**src/design/hcbd_pkg.sv**
```systemverilog
// Shared types, byte codes and the hex digit decoder for the chunked body decoder.
// No dependencies; used by hcbd_core and http_chunked_body_decoder.
`default_nettype none

package hcbd_pkg;

    localparam logic [7:0] CHAR_TAB = 8'h09;
    localparam logic [7:0] CHAR_LF  = 8'h0A;
    localparam logic [7:0] CHAR_CR  = 8'h0D;
    localparam logic [7:0] CHAR_SP  = 8'h20;

    typedef struct packed {
        logic       is_hex;
        logic [3:0] value;
    } hcbd_hex_t;

    // One result per input byte
    typedef struct packed {
        logic [7:0] out_byte;
        logic       out_valid;
        logic       chunk_end;
        logic       body_end;
        logic       truncated;
        logic       size_error;
    } hcbd_result_t;

    function automatic hcbd_hex_t hex_decode(input logic [7:0] b);
        hcbd_hex_t h;
        h.is_hex = 1'b1;
        h.value  = 4'd0;
        if (b >= 8'h30 && b <= 8'h39) begin
            h.value = b[3:0];
        end else if ((b >= 8'h61 && b <= 8'h66) || (b >= 8'h41 && b <= 8'h46)) begin
            // 'a'..'f' and 'A'..'F' share the low three bits: 1..6
            h.value = 4'(b[2:0] + 3'd1) + 4'd8;
        end else begin
            h.is_hex = 1'b0;
        end
        return h;
    endfunction

endpackage

`default_nettype wire

```
**src/design/hcbd_core.sv**
```systemverilog
// Chunk framing state and the per-byte result logic of the chunked body decoder.
// Depends on hcbd_pkg. State advances only when a byte steps through.
`default_nettype none

module hcbd_core #(
    parameter int SIZE_BITS = 32
) (
    input  wire logic                aclk,
    input  wire logic                aresetn,
    input  wire logic                step,
    input  wire logic [7:0]          in_byte,
    input  wire logic                in_last,
    output hcbd_pkg::hcbd_result_t   result
);
    import hcbd_pkg::*;

    typedef enum logic [2:0] {
        PH_SIZE_WS = 3'd0,
        PH_DIGITS  = 3'd1,
        PH_EXT     = 3'd2,
        PH_DATA    = 3'd3,
        PH_SKIP    = 3'd4,
        PH_DONE    = 3'd5,
        PH_ERR     = 3'd6
    } phase_t;

    phase_t               phase_reg, phase_next;
    logic [SIZE_BITS-1:0] size_accum_reg, size_accum_next;
    logic                 digit_seen_reg, digit_seen_next;
    logic                 prev_cr_reg, prev_cr_next;
    logic [SIZE_BITS-1:0] bytes_left_reg, bytes_left_next;
    logic [1:0]           skip_left_reg, skip_left_next;

    hcbd_hex_t hex;
    logic      is_ws;
    logic      line_end;

    assign hex      = hex_decode(in_byte);
    assign is_ws    = (in_byte == CHAR_SP) || (in_byte == CHAR_TAB);
    assign line_end = (in_byte == CHAR_LF) && prev_cr_reg;

    always_comb begin
        phase_next      = phase_reg;
        size_accum_next = size_accum_reg;
        digit_seen_next = digit_seen_reg;
        prev_cr_next    = prev_cr_reg;
        bytes_left_next = bytes_left_reg;
        skip_left_next  = skip_left_reg;
        result          = '0;

        unique case (phase_reg)
            PH_SIZE_WS, PH_DIGITS, PH_EXT: begin
                if (phase_reg == PH_SIZE_WS && is_ws) begin
                    phase_next = PH_SIZE_WS;
                end else if (phase_reg != PH_EXT && hex.is_hex) begin
                    if (size_accum_reg[SIZE_BITS-1 -: 4] != 4'd0) begin
                        phase_next = PH_ERR;
                    end else begin
                        size_accum_next = {size_accum_reg[SIZE_BITS-5:0], hex.value};
                        digit_seen_next = 1'b1;
                        phase_next      = PH_DIGITS;
                    end
                end else if (line_end) begin
                    prev_cr_next = 1'b0;
                    if (!digit_seen_reg || size_accum_reg == '0) begin
                        phase_next = PH_DONE;
                    end else begin
                        bytes_left_next = size_accum_reg;
                        phase_next      = PH_DATA;
                    end
                end else begin
                    prev_cr_next = (in_byte == CHAR_CR);
                    phase_next   = PH_EXT;
                end
            end
            PH_DATA: begin
                result.out_byte  = in_byte;
                result.out_valid = 1'b1;
                if (bytes_left_reg != '0) begin
                    bytes_left_next = bytes_left_reg - SIZE_BITS'(1);
                end
                if (bytes_left_next == '0) begin
                    result.chunk_end = 1'b1;
                    phase_next       = PH_SKIP;
                    skip_left_next   = 2'd2;
                end
            end
            PH_SKIP: begin
                if (skip_left_reg != 2'd0) begin
                    skip_left_next = skip_left_reg - 2'd1;
                end
                if (skip_left_next == 2'd0) begin
                    phase_next      = PH_SIZE_WS;
                    size_accum_next = '0;
                    digit_seen_next = 1'b0;
                    prev_cr_next    = 1'b0;
                end
            end
            PH_DONE, PH_ERR: begin
                phase_next = phase_reg;
            end
            default: begin
                phase_next = PH_DONE;
            end
        endcase

        result.size_error = (phase_next == PH_ERR);
        result.body_end   = in_last;
        if (in_last) begin
            result.truncated = (phase_next == PH_DATA) && (bytes_left_next != '0);
            phase_next       = PH_SIZE_WS;
            size_accum_next  = '0;
            digit_seen_next  = 1'b0;
            prev_cr_next     = 1'b0;
            bytes_left_next  = '0;
            skip_left_next   = 2'd0;
        end
    end

    always_ff @(posedge aclk) begin
        if (!aresetn) begin
            phase_reg      <= PH_SIZE_WS;
            size_accum_reg <= '0;
            digit_seen_reg <= 1'b0;
            prev_cr_reg    <= 1'b0;
            bytes_left_reg <= '0;
            skip_left_reg  <= 2'd0;
        end else if (step) begin
            phase_reg      <= phase_next;
            size_accum_reg <= size_accum_next;
            digit_seen_reg <= digit_seen_next;
            prev_cr_reg    <= prev_cr_next;
            bytes_left_reg <= bytes_left_next;
            skip_left_reg  <= skip_left_next;
        end
    end

    // Payload phase always owes at least one byte
    a_data_owes: assert property (@(posedge aclk) disable iff (!aresetn)
        phase_reg == PH_DATA |-> bytes_left_reg != '0)
        else $error("payload phase with no bytes owed");

    a_last_restarts: assert property (@(posedge aclk) disable iff (!aresetn)
        step && in_last |=> phase_reg == PH_SIZE_WS && size_accum_reg == '0
                            && !digit_seen_reg)
        else $error("state not restarted after last byte");

    a_cend_forward: assert property (@(posedge aclk) disable iff (!aresetn)
        step && result.chunk_end |=> phase_reg == PH_SKIP || phase_reg == PH_SIZE_WS)
        else $error("chunk end did not lead to skip");

    a_err_sticky: assert property (@(posedge aclk) disable iff (!aresetn)
        step && result.size_error && !in_last |=> phase_reg == PH_ERR)
        else $error("size error not held");

endmodule

`default_nettype wire

```
**src/design/http_chunked_body_decoder.sv**
```systemverilog
// Top level of the chunked body decoder: input register, hcbd_core, result register.
// Depends on hcbd_pkg and hcbd_core.
//
//  channel | dir | tdata          | tuser                                      | tlast
//  s_      | in  | [7:0] in_byte  | -                                          | in_last
//  m_      | out | [7:0] out_byte | [0] out_valid [1] chunk_end [2] truncated  | body_end
//          |     |                | [3] size_error                             |
//
// One byte per cycle sustained while m_tready stays high; one result transfer per input
// transfer (input register, then result register after the single-pass framing logic).
// aresetn is synchronous, active low; it clears both valids and the framing state.
// A stalled result holds in the result register while the input register still takes
// one more byte; ready flows back through both stages in the same cycle.
`default_nettype none

module http_chunked_body_decoder #(
    parameter int SIZE_BITS = 32
) (
    input  wire logic       aclk,
    input  wire logic       aresetn,
    input  wire logic       s_tvalid,
    output      logic       s_tready,
    input  wire logic [7:0] s_tdata,   // [7:0] in_byte
    input  wire logic       s_tlast,
    output      logic       m_tvalid,
    input  wire logic       m_tready,
    output      logic [7:0] m_tdata,   // [7:0] out_byte
    output      logic [3:0] m_tuser,   // [0] out_valid, [1] chunk_end, [2] truncated, [3] size_error
    output      logic       m_tlast
);
    import hcbd_pkg::*;

    logic         in_valid_reg;
    logic [7:0]   in_byte_reg;
    logic         in_last_reg;
    logic         out_valid_reg;
    hcbd_result_t out_reg;
    hcbd_result_t result;
    logic         out_ready;
    logic         step;

    assign out_ready = !out_valid_reg || m_tready;
    assign step      = in_valid_reg && out_ready;
    assign s_tready  = !in_valid_reg || out_ready;

    hcbd_core #(
        .SIZE_BITS (SIZE_BITS)
    ) u_core (
        .aclk    (aclk),
        .aresetn (aresetn),
        .step    (step),
        .in_byte (in_byte_reg),
        .in_last (in_last_reg),
        .result  (result)
    );

    always_ff @(posedge aclk) begin
        if (!aresetn) begin
            in_valid_reg  <= 1'b0;
            out_valid_reg <= 1'b0;
        end else begin
            if (s_tvalid && s_tready) begin
                in_valid_reg <= 1'b1;
            end else if (step) begin
                in_valid_reg <= 1'b0;
            end
            if (step) begin
                out_valid_reg <= 1'b1;
            end else if (m_tready) begin
                out_valid_reg <= 1'b0;
            end
        end
    end

    always_ff @(posedge aclk) begin
        if (s_tvalid && s_tready) begin
            in_byte_reg <= s_tdata;
            in_last_reg <= s_tlast;
        end
        if (step) begin
            out_reg <= result;
        end
    end

    assign m_tvalid = out_valid_reg;
    assign m_tdata  = out_reg.out_byte;
    assign m_tuser  = {out_reg.size_error, out_reg.truncated, out_reg.chunk_end,
                       out_reg.out_valid};
    assign m_tlast  = out_reg.body_end;

endmodule

`default_nettype wire
```
**config.mk**
```make
export PLATFORM = sky130hd
export DESIGN_NAME = http_chunked_body_decoder
export DESIGN_NICKNAME = d
export VERILOG_FILES = /design/src/design/hcbd_pkg.sv /design/src/design/hcbd_core.sv /design/src/design/http_chunked_body_decoder.sv
export SDC_FILE = /design/constraint.sdc
export NUM_CORES = 1
export LEC_CHECK = 0
export ABC_AREA = 1
export BUFFER_PORTS_ARGS = -buffer_cell sky130_fd_sc_hd__buf_2
export CAP_MARGIN = 10
export CORE_ASPECT_RATIO = 1.4
export CORE_MARGIN = 5
export CORE_UTILIZATION = 40
export CTS_BUF_LIST = sky130_fd_sc_hd__clkbuf_8 sky130_fd_sc_hd__clkbuf_16
export CTS_CLUSTER_DIAMETER = 50
export DETAILED_ROUTE_END_ITERATION = 7
export PLACE_DENSITY = 0.67
export SETUP_SLACK_MARGIN = 0.5
export SYNTH_ARGS = -nofsm -noshare
export SYNTH_HDL_FRONTEND = slang
export SYNTH_SLANG_ARGS = --single-unit
```
**constraint.sdc**
```tcl
create_clock -name aclk -period 2.5 [get_ports aclk]
set_clock_uncertainty 0.15 [all_clocks]
set_input_delay 0.5 -clock aclk [delete_from_list [all_inputs] [get_ports aclk]]
set_output_delay 0.5 -clock aclk [all_outputs]
set_load 0.01 [all_outputs]
```
==> flow_summary.ini <==
[outcome]
status = finished with violations
violations = setup timing

[clock_network]
cts_buffers = 9
clk_latency_ns = 0.36
htree_num_levels = 3
clkTransAtPathRegs_ns = 0.07
clockRootBuffer = clkbuf_16
cts.sinks = 95
tritoncts = done
clock_path_buffers = 2
cts_hold_buf = 0

[place]
place_congestion = 0.990
postPlaceCellArea_um2 = 7250
hpwl_mm = 15.1
numPortBuffers = 27
dp.cells = 1261
place_ws_ns = -0.00824

[final_layout]
stdcell_area_um2 = 9990
final_core_util_pct = 64.3
multi_input_area_um2 = 4870
antenna_cells = 0
fillers = 1163
drive_gt1_share_pct = 46.1
regArea_um2 = 2180
instances_no_fill = 1367
nets = 1185
syn2layout_area_growth_pct = 59.1

[route]
drt_iter0_drc = 900
first_pass_iters = 6
drc_errors = 0
avgRoutedWirePerCell_um = 19.3
drt_wl_total_mm = 26.4
ant_nets = 0
viasPerCell = 5.83
vias = 7974

[setup_path]
setup.worst_path.end_class = register
timing.rr.start = u_core.bytes_left_reg[14]$_SDFFE_PN0P_
worstPathArrival_ns = 2.49
crit_buf_inv = 3
cp_top_family = simple AND/OR/NAND/NOR gates
path_common_cell = nand2_1
path_class = reg2reg
crit_fanout = 4
path_cells = buf_6 > nor2_4 > nand2_4 > nor2_4 > buf_4 > nand3_1 > nand2_1 > nand3_4 > nand2_2 > nor2_2 > nand2_1 > nor2_1 > nand2_1 > nand2_2 > buf_4 > nand3_1 > nor2_1
crit_required_ns = 2.47
max_stage_delay_ns = 0.34
cp-startpoint = u_core.bytes_left_reg[14]$_SDFFE_PN0P_
start_kind = register
cpMaxStageDelayCell = dfxtp_2

[sta]
rsz0062_at_grt = yes
period_minus_slack_ns = 2.52
fmax_ghz = 0.397
tns_ns = -0.0191
setup_violations = 1
slew_viol_final = 0
fin_crit_sh_pct = 101
finalHoldViolations = 0
worst-slew-pin-transition_ns = 0.486
maxSlewHeadroom_pct = 67.6
setup_ws_ns = -0.0191

[min_path]
min_path_type = in2reg
hp-start = s_tdata[2]

[yosys]
synthCells = 988
synth_warnings = 0
syn_area_per_cell_um2 = 6.36
synth_area_um2 = 6280
synth_top_family_by_area = simple AND/OR/NAND/NOR gates
synth.top_cell.area_share_pct = 23.3
async_flop_share_pct = 0
synth_mux_area_share_pct = 0
synth.area.top_cells = dfxtp_1 23%, nand2_1 17%, edfxtp_1 11%
synth_xor_xnor_area_share_pct = 0.836
synth_largest_area_cell = dfxtp_1
yosysUniqueCellTypes = 34
yosysSeqAreaShare_pct = 33.8
ys_ff_latch = 95
synth_edf_count = 22
synth_top_cells_by_count = 277 x nand2_1, 161 x nor2_1, 90 x a21oi_1
synth_top_flop_cell = dfxtp_1
synthAdderAreaFrac_pct = 1.19
synth-simple-area-share_pct = 39.7
syn_nets = 1007
synth-compound-area-share_pct = 16.0
post-synth-top-count-cell = nand2_1

[global_routing]
grt_pass1_vias = 7259
track_usage_pct = 25.8
grt_pass1_wl_mm = 37.0
grt_remaining_overflow = 0
grt_max_degree = 53
antenna_found_initial = 0

[floorplan]
initial_core_util_pct = 40.4
coreArea_um2 = 15500
die_area_um2 = 18400
row_count = 54
pin_count = 28
die_w_um = 116
die_y_um = 158

[power]
ir_worst_vdd_mv = 0.290
leakage_nw = 4.48
powerDensity_nw_per_um2 = 345

[job]
drv_cap = 0
==> kinds of logic (layout without fill, tap and decap cells) <==
logic type / count (synthesis) / count (layout)
buffers and inverters: 130 / 313
AND/OR/NAND/NOR: 568 / 568
adder cells (fa/ha/maj): 6 / 6
flip-flops: 95 / 95
AO/OA/AOI/OAI: 183 / 183
XOR/XNOR: 6 / 6
==> cell usage in the layout, fill, tap and decap left out, drive strengths merged, types with 13 or more instances in the layout <==
cell type and count:
inv 91, dfxtp 73, nand3 77, nand4 13, buf 205, a21oi 101
o21ai 63, edfxtp 22, nor2 175, nand2 289
==> worst reg2reg max path, stage by stage (launching register included) <==
cell     delay (ns)
dfxtp_2        0.34
buf_6          0.14
nor2_4         0.21
nand2_4        0.10
nor2_4         0.13
buf_4          0.14
nand3_1        0.09
nand2_1        0.14
nand3_4        0.11
nand2_2        0.11
nor2_2         0.05
nand2_1        0.09
nor2_1         0.05
nand2_1        0.08
nand2_2        0.08
buf_4          0.14
nand3_1        0.08
nor2_1         0.04
==> layout make-up <==
| type | count | share of cell area [%] |
|---|---|---|
| clock buffer | 9 | 2.25 |
| clock inverter | 7 | 0.814 |
| inverter | 89 | 3.52 |
| multi-input combinational | 763 | 48.8 |
| sequential | 95 | 21.8 |
| tap | 196 | 2.45 |
| timing repair buffer | 208 | 20.4 |
==> routing by layer <==
layer	wire length, µm	track usage (%)
met1	9320	29.2
met2	13100	45.2
met3	1870	3.16
met4	2150	16.6
met5	0	0
==> metrics by stage <==
step	power, W	hold WS [ns]
2_1_floorplan	0.00181	0.274
3_3_place_gp	0.00190	0.306
3_5_place_dp	0.00190	0.306
4_1_cts	0.00340	0.155
5_1_grt	0.00355	0.154
6_report	0.00345	0.163
==> where the power goes <==
part	switching (W)	leakage (nW)	internal, W
Combinational	0.000240	3.50	0.000172
Clock	0.000645	0.147	0.000790
Sequential	0.0000177	0.824	0.00158
Total	0.000903	4.48	0.00254
==> worst paths after layout <==
check / end / slack (ns) / cells past startpoint
setup / recovery: m_tuser[3]$_DFFE_PP_ / -0.02 / 17
hold / removal: in_byte_reg[2]$_DFFE_PP_ / 0.16 / 1
setup reg to reg: m_tuser[3]$_DFFE_PP_ / -0.02 / 17
hold reg to reg: u_core.size_accum_reg[5]$_SDFFE_PN0P_ / 0.32 / 2
==> what timing repair did <==
action                     in CTS  in global routing
setup endpoints to repair      74                 74
pin swaps                      56                112
gates resized for setup       227                213
cloned                         13                  4
hold endpoints to repair        0                  0
buffers inserted               45                 28
No activity file was read; power rests on OpenSTA's default activity.
